--- src/hdl/ple_pkg.sv ---
// ----------------------------------------------------------------------------
// ple_pkg
// Shared types and constants of the positional list engine: list capacity,
// index widths, request codes and the element store write beat.
// ----------------------------------------------------------------------------
package ple_pkg;

    // List capacity and widths
    localparam int CAPACITY = 32;
    localparam int IDX_W    = $clog2(CAPACITY);
    localparam int CNT_W    = 6;
    localparam int POS_W    = 6;
    localparam int DATA_W   = 32;

    // Request codes
    localparam logic [1:0] REQ_GET    = 2'd0;
    localparam logic [1:0] REQ_FIND   = 2'd1;
    localparam logic [1:0] REQ_INSERT = 2'd2;
    localparam logic [1:0] REQ_DELETE = 2'd3;

    typedef logic [IDX_W-1:0]  idx_t;
    typedef logic [CNT_W-1:0]  cnt_t;
    typedef logic [DATA_W-1:0] word_t;

    // One write beat into the element store
    typedef struct packed {
        logic  en;
        idx_t  addr;
        word_t data;
    } mem_wr_t;

endpackage

--- src/hdl/ple_store.sv ---
// ----------------------------------------------------------------------------
// ple_store
// Element store: one write port and one read port, read data registered.
// Contents are undefined until written.
// ----------------------------------------------------------------------------
module ple_store (
    input  logic            clk,
    input  ple_pkg::mem_wr_t wr,
    input  ple_pkg::idx_t   rd_addr,
    output ple_pkg::word_t  rd_data
);
    import ple_pkg::*;

    word_t mem [CAPACITY];

    // Write one entry per cycle
    always_ff @(posedge clk)
    begin
        if (wr.en)
        begin
            mem[wr.addr] <= wr.data;
        end
    end

    // Register the read data
    always_ff @(posedge clk)
    begin
        rd_data <= mem[rd_addr];
    end

endmodule

--- src/hdl/positional_list_engine.sv ---
// ----------------------------------------------------------------------------
// positional_list_engine
// Ordered list of up to CAPACITY signed 32-bit values with get, find, insert
// and delete-range requests.
// ----------------------------------------------------------------------------
// One request is worked at a time; the input is ready only while the engine
// is idle, and a finished result waits in the output register so the next
// request can be taken before it is drained. All elements sit in a single
// one-port-read, one-port-write store with registered read data, and the
// engine walks it one element per cycle. No clearing pass is needed after
// reset.
// ----------------------------------------------------------------------------
module positional_list_engine (
    input  logic                    clk,
    input  logic                    rst_n,
    input  logic                    in_valid,
    output logic                    in_ready,
    input  logic [1:0]              req_type,
    input  logic [ple_pkg::POS_W-1:0] position,
    input  logic signed [31:0]      value,
    input  logic signed [31:0]      range_low,
    input  logic signed [31:0]      range_high,
    output logic                    out_valid,
    input  logic                    out_ready,
    output logic                    status_ok,
    output logic signed [31:0]      read_value,
    output logic [ple_pkg::CNT_W-1:0] found_position,
    output logic [ple_pkg::CNT_W-1:0] list_length
);
    import ple_pkg::*;

    // Sequencer states
    localparam logic [2:0] S_IDLE = 3'd0;
    localparam logic [2:0] S_GET  = 3'd1;
    localparam logic [2:0] S_FIND = 3'd2;
    localparam logic [2:0] S_INS  = 3'd3;
    localparam logic [2:0] S_DEL  = 3'd4;
    localparam logic [2:0] S_DONE = 3'd5;

    logic [2:0]  state_reg, state_next;
    cnt_t        count_reg, count_next;
    cnt_t        idx_reg, idx_next;
    cnt_t        kept_reg, kept_next;
    logic        pend_reg, pend_next;
    idx_t        pend_idx_reg, pend_idx_next;
    logic [POS_W-1:0] pos_reg, pos_next;
    word_t       val_reg, val_next;
    word_t       lo_reg, lo_next;
    word_t       hi_reg, hi_next;
    logic        res_ok_reg, res_ok_next;
    word_t       res_rd_reg, res_rd_next;
    cnt_t        res_found_reg, res_found_next;
    logic        out_valid_reg, out_valid_next;
    logic        out_load;

    mem_wr_t     wr;
    idx_t        rd_addr;
    word_t       rd_data;

    logic [POS_W-1:0] pos_m1;
    logic [POS_W-1:0] in_pos_m1;
    logic [CNT_W:0]   count_p1;
    logic             get_ok;
    logic             ins_ok;
    logic             in_range;
    cnt_t             idx_m1;

    ple_store u_store (
        .clk     (clk),
        .wr      (wr),
        .rd_addr (rd_addr),
        .rd_data (rd_data)
    );

    assign in_ready  = (state_reg == S_IDLE);
    assign out_valid = out_valid_reg;

    assign in_pos_m1 = position - POS_W'(1);
    assign pos_m1    = pos_reg - POS_W'(1);
    assign idx_m1    = idx_reg - CNT_W'(1);
    assign count_p1  = {1'b0, count_reg} + (CNT_W+1)'(1);
    assign get_ok    = (position != '0) && (position <= count_reg);
    assign ins_ok    = (position != '0) && ({1'b0, position} <= count_p1)
                       && (count_reg < CNT_W'(CAPACITY));
    assign in_range  = ($signed(lo_reg) < $signed(rd_data))
                       && ($signed(rd_data) < $signed(hi_reg));

    // Pick the store read address for the current state
    always_comb
    begin
        unique case (state_reg)
            S_IDLE:  rd_addr = in_pos_m1[IDX_W-1:0];
            S_INS:   rd_addr = idx_m1[IDX_W-1:0];
            default: rd_addr = idx_reg[IDX_W-1:0];
        endcase
    end

    // Sequence one request over the store
    always_comb
    begin
        state_next     = state_reg;
        count_next     = count_reg;
        idx_next       = idx_reg;
        kept_next      = kept_reg;
        pend_next      = 1'b0;
        pend_idx_next  = pend_idx_reg;
        pos_next       = pos_reg;
        val_next       = val_reg;
        lo_next        = lo_reg;
        hi_next        = hi_reg;
        res_ok_next    = res_ok_reg;
        res_rd_next    = res_rd_reg;
        res_found_next = res_found_reg;
        out_load       = 1'b0;
        wr.en          = 1'b0;
        wr.addr        = '0;
        wr.data        = rd_data;

        unique case (state_reg)
            S_IDLE:
            begin
                if (in_valid)
                begin
                    pos_next       = position;
                    val_next       = value;
                    lo_next        = range_low;
                    hi_next        = range_high;
                    res_rd_next    = '0;
                    res_found_next = '0;
                    idx_next       = '0;
                    kept_next      = '0;
                    unique case (req_type)
                        REQ_GET:
                        begin
                            res_ok_next = get_ok;
                            state_next  = get_ok ? S_GET : S_DONE;
                        end
                        REQ_FIND:
                        begin
                            res_ok_next = 1'b1;
                            state_next  = S_FIND;
                        end
                        REQ_INSERT:
                        begin
                            res_ok_next = ins_ok;
                            idx_next    = count_reg;
                            state_next  = ins_ok ? S_INS : S_DONE;
                        end
                        default:
                        begin
                            res_ok_next = 1'b1;
                            state_next  = S_DEL;
                        end
                    endcase
                end
            end

            S_GET:
            begin
                res_rd_next = rd_data;
                state_next  = S_DONE;
            end

            S_FIND:
            begin
                // Compare the element read last cycle, issue the next read
                if (pend_reg && (rd_data == val_reg))
                begin
                    res_found_next = CNT_W'(pend_idx_reg) + CNT_W'(1);
                    state_next     = S_DONE;
                end
                else if (idx_reg == count_reg)
                begin
                    state_next = S_DONE;
                end
                else
                begin
                    pend_next     = 1'b1;
                    pend_idx_next = idx_reg[IDX_W-1:0];
                    idx_next      = idx_reg + CNT_W'(1);
                end
            end

            S_INS:
            begin
                // Move the element read last cycle up by one slot
                if (pend_reg)
                begin
                    wr.en   = 1'b1;
                    wr.addr = pend_idx_reg + IDX_W'(1);
                    wr.data = rd_data;
                end
                if (idx_reg > pos_m1)
                begin
                    pend_next     = 1'b1;
                    pend_idx_next = idx_m1[IDX_W-1:0];
                    idx_next      = idx_m1;
                end
                else if (!pend_reg)
                begin
                    wr.en      = 1'b1;
                    wr.addr    = pos_m1[IDX_W-1:0];
                    wr.data    = val_reg;
                    count_next = count_reg + CNT_W'(1);
                    state_next = S_DONE;
                end
            end

            S_DEL:
            begin
                // Keep elements outside the open range, compacted in order
                if (pend_reg && !in_range)
                begin
                    wr.en     = 1'b1;
                    wr.addr   = kept_reg[IDX_W-1:0];
                    wr.data   = rd_data;
                    kept_next = kept_reg + CNT_W'(1);
                end
                if (idx_reg != count_reg)
                begin
                    pend_next = 1'b1;
                    idx_next  = idx_reg + CNT_W'(1);
                end
                else if (!pend_reg)
                begin
                    count_next = kept_reg;
                    state_next = S_DONE;
                end
            end

            S_DONE:
            begin
                // Hand the result over once the output register is free
                if (!out_valid_reg || out_ready)
                begin
                    out_load   = 1'b1;
                    state_next = S_IDLE;
                end
            end

            default:
            begin
                state_next = S_IDLE;
            end
        endcase
    end

    assign out_valid_next = out_load ? 1'b1 : (out_ready ? 1'b0 : out_valid_reg);

    // Control state
    always_ff @(posedge clk or negedge rst_n)
    begin
        if (!rst_n)
        begin
            state_reg     <= S_IDLE;
            count_reg     <= '0;
            pend_reg      <= 1'b0;
            out_valid_reg <= 1'b0;
        end
        else
        begin
            state_reg     <= state_next;
            count_reg     <= count_next;
            pend_reg      <= pend_next;
            out_valid_reg <= out_valid_next;
        end
    end

    // Working payload
    always_ff @(posedge clk)
    begin
        idx_reg       <= idx_next;
        kept_reg      <= kept_next;
        pend_idx_reg  <= pend_idx_next;
        pos_reg       <= pos_next;
        val_reg       <= val_next;
        lo_reg        <= lo_next;
        hi_reg        <= hi_next;
        res_ok_reg    <= res_ok_next;
        res_rd_reg    <= res_rd_next;
        res_found_reg <= res_found_next;
    end

    // Output register
    always_ff @(posedge clk)
    begin
        if (out_load)
        begin
            status_ok      <= res_ok_reg;
            read_value     <= res_rd_reg;
            found_position <= res_found_reg;
            list_length    <= count_reg;
        end
    end

endmodule

--- config.mk ---
export PLATFORM = sky130hd
export DESIGN_NAME = positional_list_engine
export DESIGN_NICKNAME = d
export VERILOG_FILES = /design/src/hdl/ple_pkg.sv /design/src/hdl/ple_store.sv /design/src/hdl/positional_list_engine.sv
export SDC_FILE = /design/constraint.sdc
export NUM_CORES = 2
export LEC_CHECK = 0
export ABC_AREA = 1
export ABC_CLOCK_PERIOD_IN_PS = 8500
export BUFFER_PORTS_ARGS = -buffer_cell sky130_fd_sc_hd__buf_2
export CORE_UTILIZATION = 45
export DETAILED_ROUTE_END_ITERATION = 7
export GPL_ROUTABILITY_DRIVEN = 0
export GPL_TIMING_DRIVEN = 0
export HOLD_SLACK_MARGIN = 0.1
export RECOVER_POWER = 25
export SLEW_MARGIN = 20
export SYNTH_ARGS = -nofsm -noshare
export SYNTH_HDL_FRONTEND = slang
export SYNTH_HIERARCHICAL = 1
export SYNTH_SLANG_ARGS = --single-unit
--- constraint.sdc ---
create_clock -name clk -period 8.5 [get_ports clk]
set_input_delay 1.7 -clock clk [delete_from_list [all_inputs] [get_ports clk]]
set_output_delay 1.7 -clock clk [all_outputs]
set_load 0.02 [all_outputs]
### Word level (Yosys, flattened, before mapping)

Memory sizes are Yosys's and may differ from the RTL's. A register that Yosys moved wholly into a read port is not among the register bits.
Index checks and enable logic that the tools add are counted.

| word-level totals | value |
|---|---|
| register bits | 214 |
| word-level logic and storage cells | 136 |
| memories kept | 1 |
| RAM bits | 1,024 |

Memories:

| name | words | bits a word | read ports | clocked after memory_dff | write ports | RTL line | source |
|---|---|---|---|---|---|---|---|
| u_store.mem | 32 | 32 | 1 | 1 | 1 | ple_store.sv:14 | `word_t mem [CAPACITY];` |

| cells by class | value |
|---|---|
| reductions and logical operators | 27 |
| $lt $le $gt $ge | 6 |
| mux-type cells | 52 |
| $add $sub $neg | 9 |
| equality and inequality tests | 23 |

Operators with widths:

| kind | number |
|---|---|
| $mux W38 | 4 |
| $mux W6 | 13 |
| $pmux W38 S2 | 1 |
| $lt A32 B32 Y1 | 2 |
| $pmux W32 S2 | 1 |
| $pmux W6 S2 | 3 |
| $eq A32 B32 Y1 | 1 |
| $mux W32 | 1 |
| $mux W3 | 9 |
| $ne A2 B2 Y1 const B | 12 |
| $pmux W6 S4 | 1 |
| $pmux W5 S2 | 2 |
| $add A6 B1 Y6 const B | 3 |
| $pmux W3 S6 | 1 |
| $mux W5 | 3 |
| $reduce_bool A2 Y1 | 6 |
| $sub A6 B1 Y6 const B | 2 |
| $mux W1 | 10 |
| $reduce_and A5 Y1 | 2 |
| $pmux W3 S3 | 1 |
| $add A6 B1 Y7 const B | 1 |
| $le A6 B7 Y1 | 1 |
| $add A5 B1 Y6 const B | 1 |
| $eq A3 B2 Y1 const B | 2 |
| other kinds (25) | 34 |

### Longest topological paths before layout

| depth | value |
|---|---|
| depth in word-level cells | 8 |
| mapped depth | 21 |
| depth with buffers taken out | 20 |

### Cells and area by module

Netlist, hierarchy kept.

By module, submodules not included:

| module | cells each | area each (um2) | sequential area each (um2) | instances |
|---|---|---|---|---|
| ple_store | 3,536 | 42,405.7 | 31,390.1 | 1 |
| positional_list_engine | 1,023 | 10,811.6 | 6,371.1 | 1 |

### Worst setup path before layout

No wires, ideal clock.

| timing | value |
|---|---|
| kind | input -> register |
| start point | input in_valid |
| end point | register res_rd_reg[0] (enable) |
| data required time | 8.110 ns |
| setup slack | 0.874 ns |
| arrival time | 7.236 ns |
| library setup time | 0.390 ns |
| stages on the path | 4 |
| path buffers | 0 |
| cell sequence | inv_1 -> nor2_1 -> inv_1 -> nand2_1 |

| on the way | value |
|---|---|
| word-level cells in the longest chain between the ends | 2 |

RTL lines:

| item | RTL line | source |
|---|---|---|
| from (decl) | positional_list_engine.sv:16 | `input logic in_valid,` |
| $ne A2 B2 Y1 (no source line) | - |  |
| $reduce_and A2 Y1 (no source line) | - |  |
| to (signal assigned) | positional_list_engine.sv:280 | `res_rd_reg <= res_rd_next;` |
| to (decl) | positional_list_engine.sv:51 | `word_t res_rd_reg, res_rd_next;` |

Every way passes these cells.
A chain may end at the register's enable or synchronous reset.

==> flow_summary.rst <==
.. list-table::
   :header-rows: 1

   * - Metric
     - Value
   * - Status
     - finished, violations left
   * - Failing checks
     - max-capacitance violations, max-slew violations
   * - Initial Util
     - 0.456
   * - Worst-Skew Late Latency
     - about 0.75 ns
   * - Max-slew headroom at the worst pin
     - -0.921
   * - Total number of vias
     - 36,200
   * - Critical path launch point type
     - flop
   * - Number of global-route vias before repair
     - between 30,000 and 40,000
   * - Remaining antenna violation count after routing
     - 0
   * - Post-synthesis to final-layout area growth
     - 16.6%
   * - Clk pin slew, worst setup/hold paths
     - approximately 0.060 ns
   * - Core area
     - around 120,000 sq um
   * - Sequential Area
     - ~38,000 sq um
   * - Worst supply voltage drop on vdd
     - between 0.2 and 0.3 mV
   * - Synthesized flop and latch total
     - approximately 1,300
   * - Critical Path RT
     - about 9 ns
   * - Layout filler cell count
     - slightly below 10,000
   * - Library cell appearing most often on the critical path
     - sky130_fd_sc_hd__nand2_1
   * - Pin count of the biggest net entering global routing
     - 33
   * - Num rows
     - between 100 and 150
   * - Sequential share of the synthesized area
     - 0.710
   * - Highest-count cells in the layout ignoring fill and taps
     - sky130_fd_sc_hd__nand2_1, sky130_fd_sc_hd__edfxtp_1, sky130_fd_sc_hd__nand3_1, sky130_fd_sc_hd__clkbuf_1, sky130_fd_sc_hd__buf_2
   * - DP Worst Slack
     - 3.53 ns
   * - Unrepaired setup endpoints after global routing
     - no
   * - Half-perimeter wire length after placement
     - 115 mm
   * - Number of different library cells in the post-synthesis netlist
     - 52
   * - Vias per inst
     - about 5.5
   * - Worst slack on hold paths
     - roughly 0.42 ns
   * - Setup crit end kind
     - flop
   * - WP data arrival
     - 6.01 ns
   * - Instance count along the most critical hold path
     - 0
   * - Remaining Overflow, GRT
     - 0
   * - Starting DRC count in detailed routing
     - roughly 3,800
   * - Post CTS Setup Buffer Count
     - 0
   * - Overall fraction of global-route tracks in use
     - 0.262
   * - Tmin final
     - 5.66 ns
   * - CP Class
     - flop to flop
   * - Die Width
     - roughly 350 um
   * - Total power divided by cell area
     - roughly 430 nW/um^2
   * - Overall die area
     - about 120,000 sq um
   * - Worst Max-Slew Pin Slew
     - ~2.9 ns
   * - Most frequent standard cell in the layout excluding fill and tap cells
     - sky130_fd_sc_hd__nand2_1
   * - Area taken by multi-input logic gates
     - approximately 14,000 sq um
   * - Max FO, Critical Path
     - 23
   * - Port Buf Inserts
     - roughly 150
   * - Slowest Stage Delay on Critical Path
     - between 1 and 1.5 ns
   * - Share of final-layout standard cells stronger than drive strength 1
     - 0.113
   * - Critical-path top delay cell
     - sky130_fd_sc_hd__o21ai_0
   * - Worst Slack Setup Final
     - 2.84 ns
   * - Vertical die dimension
     - ~350 um
   * - Final-stage net count
     - between 5,000 and 6,000
   * - Antenna violations before repair
     - 4
   * - Number of gates resized after CTS
     - 0
   * - Count of endpoints failing setup in the final report
     - 0
   * - Fmax achieved
     - 0.177 GHz
   * - Layout Skew
     - between 0.03 and 0.04 ns
   * - Synth warn
     - 6
   * - Leakage power total
     - roughly 23 nW
   * - Count of endpoints failing hold in the final timing report
     - 0
   * - Most common flop cell mapped by yosys
     - sky130_fd_sc_hd__edfxtp_1
   * - Total wire length
     - approximately 160 mm
   * - First-pass GRT wire length
     - between 200 and 250 mm
   * - Number of search-and-repair iterations in the first detailed-routing pass
     - 6
   * - Async SR Flop Fraction
     - 0.00866
   * - Clock root buffer
     - sky130_fd_sc_hd__clkbuf_16
   * - Mean instance size in the synthesized netlist
     - 11.7 sq um
   * - Cts hold-fix bufs
     - 0
   * - Net count of the mapped netlist
     - approximately 4,800
   * - Deepest level of the CTS H-tree
     - 4
   * - Total count of max-transition violations in the final report
     - between 100 and 150
   * - Remaining routing DRC violations
     - 0
   * - Count of mapped cells out of synthesis
     - about 4,600
   * - Top register by number of flip-flops
     - u_store/mem
   * - Ordered list of cells on the worst path
     - inv_1, nand2_1, nor3_1, xor2_1, inv_1, ha_1, nand2_1, nor2_1, o21ai_0, o211ai_1, nand2_1, nand2_1, nor2_1, clkbuf_1, clkbuf_1, o21ai_0, clkbuf_1
   * - Number of max-cap violations
     - 11
   * - Buffer depth of the longest clock path
     - 3
   * - Count of flip-flops with a built-in enable after synthesis
     - about 1,200
   * - Total clock buffers created by CTS
     - around 130
   * - Logic depth of the worst register-to-register path
     - 17
   * - Mean routed wirelength per cell
     - approximately 24 um
   * - Flip-flop count of the largest register after layout
     - slightly above 1,000
   * - Synth Cell Area
     - 53,200 sq um
   * - I/O Pins
     - about 160
   * - Clock tree from TritonCTS
     - done
   * - Flop-to-flop setup slack
     - 2.84 ns
   * - Final period utilization
     - 0.666
   * - Hold Path Class
     - flop to flop
   * - Clk sink count
     - about 1,300
-- synth_stat cells (4+ instances only) --
library cell	number	area [sq um]
sky130_fd_sc_hd__a21oi_1	48	240
sky130_fd_sc_hd__buf_1	18	67.6
sky130_fd_sc_hd__buf_2	86	430
sky130_fd_sc_hd__buf_4	26	195
sky130_fd_sc_hd__buf_6	70	788
sky130_fd_sc_hd__clkbuf_1	30	113
sky130_fd_sc_hd__dfrtp_1	11	275
sky130_fd_sc_hd__dfxtp_1	32	641
sky130_fd_sc_hd__edfxtp_1	1227	36800
sky130_fd_sc_hd__ha_1	89	1110
sky130_fd_sc_hd__inv_1	133	499
sky130_fd_sc_hd__inv_2	22	82.6
sky130_fd_sc_hd__nand2_1	1626	6100
sky130_fd_sc_hd__nand3_1	813	4070
sky130_fd_sc_hd__nand4_1	11	68.8
sky130_fd_sc_hd__nor2_1	149	559
sky130_fd_sc_hd__nor3_1	17	85.1
sky130_fd_sc_hd__o21ai_0	32	160
sky130_fd_sc_hd__o21ai_1	37	185
sky130_fd_sc_hd__o21ai_2	4	35.0
sky130_fd_sc_hd__o221ai_1	6	52.6
sky130_fd_sc_hd__xnor2_1	7	61.3
sky130_fd_sc_hd__xor2_1	19	166
-- cell families (layout without fill, tap and decap cells) --
group | after synthesis | after routing | share of synthesized area
and+or+nand+nor | 2635 | 2635 | 0.207
DFF | 1270 | 1270 | 0.710
AOI/OAI and AO/OA | 147 | 147 | 0.0155
adders and majority gates | 89 | 89 | 0.0209
other | 0 | 1 | 0
xor gates and xnor gates | 26 | 26 | 0.00428
buffers and inverters | 392 | 863 | 0.0424
-- path summary, 6_finish.rpt --
| check | startpoint | end |
|---|---|---|
| worst max-delay path | pos_reg[0] | u_store/mem[31][1] |
| worst min-delay path | res_rd_reg[20] | read_value[20] |
| worst max register to register | pos_reg[0] | u_store/mem[31][1] |
| worst min register to register | res_rd_reg[20] | read_value[20] |
| max in group asynchronous | rst_n | count_reg[0] |
| min in group asynchronous | rst_n | state_reg[2] |
-- critical path, delay by kind of cell, from the launching register on --
family / cells / cell delay [ns]
adders and majority gates: 1 / 0.29
AOI/OAI and AO/OA: 3 / 1.62
buffers and inverters: 5 / 1.93
xor gates and xnor gates: 1 / 0.17
and+or+nand+nor: 7 / 0.86
DFF: 1 / 0.36
-- layer usage --
| metal | global-route usage | up-vias | part of all wire |
|---|---|---|---|
| met5 | 0 | - | 0 |
| met4 | 0.122 | 0 | 0.047 |
| met3 | 0.0370 | 289 | 0.082 |
| met2 | 0.409 | 1696 | 0.46 |
| met1 | 0.364 | 17600 | 0.41 |
| li1 | - | 16600 | - |
-- through the flow --
step,area (sq um),cells,setup TNS [ns],power [mW],utilization
5_1_grt,62100,6554,0,27.8,0.532
4_1_cts,62600,6554,0,26.6,0.536
2_1_floorplan,53200,4559,0,15.6,-
6_report,62100,6555,0,26.6,0.532
3_5_place_dp,58500,6315,0,21.1,0.501
3_3_place_gp,55900,6237,-128.96,20.4,0.479
-- report_power, final --
| group | internal (mW) | total [mW] | switching (mW) | leakage [nW] |
|---|---|---|---|---|
| registers | 8.28 | 8.54 | 0.261 | 11.6 |
| logic | 3.48 | 12.6 | 9.08 | 9.80 |
| clock network | 3.13 | 5.52 | 2.39 | 2.00 |
| total | 14.9 | 26.6 | 11.7 | 23.4 |
-- cell type report --
class | instances | area share
Antenna cell | 1 | 0.0000403
Timing Repair Buffer | 232 | 0.0396
Multi-Input combinational cell | 2897 | 0.219
Tap cell | 1524 | 0.0307
Clock inverter | 59 | 0.00687
Buffer | 233 | 0.0259
Sequential cell | 1270 | 0.608
Clock buffer | 180 | 0.0592
Inverter | 159 | 0.00986
Note: power is estimated with default switching activity, not from simulation.
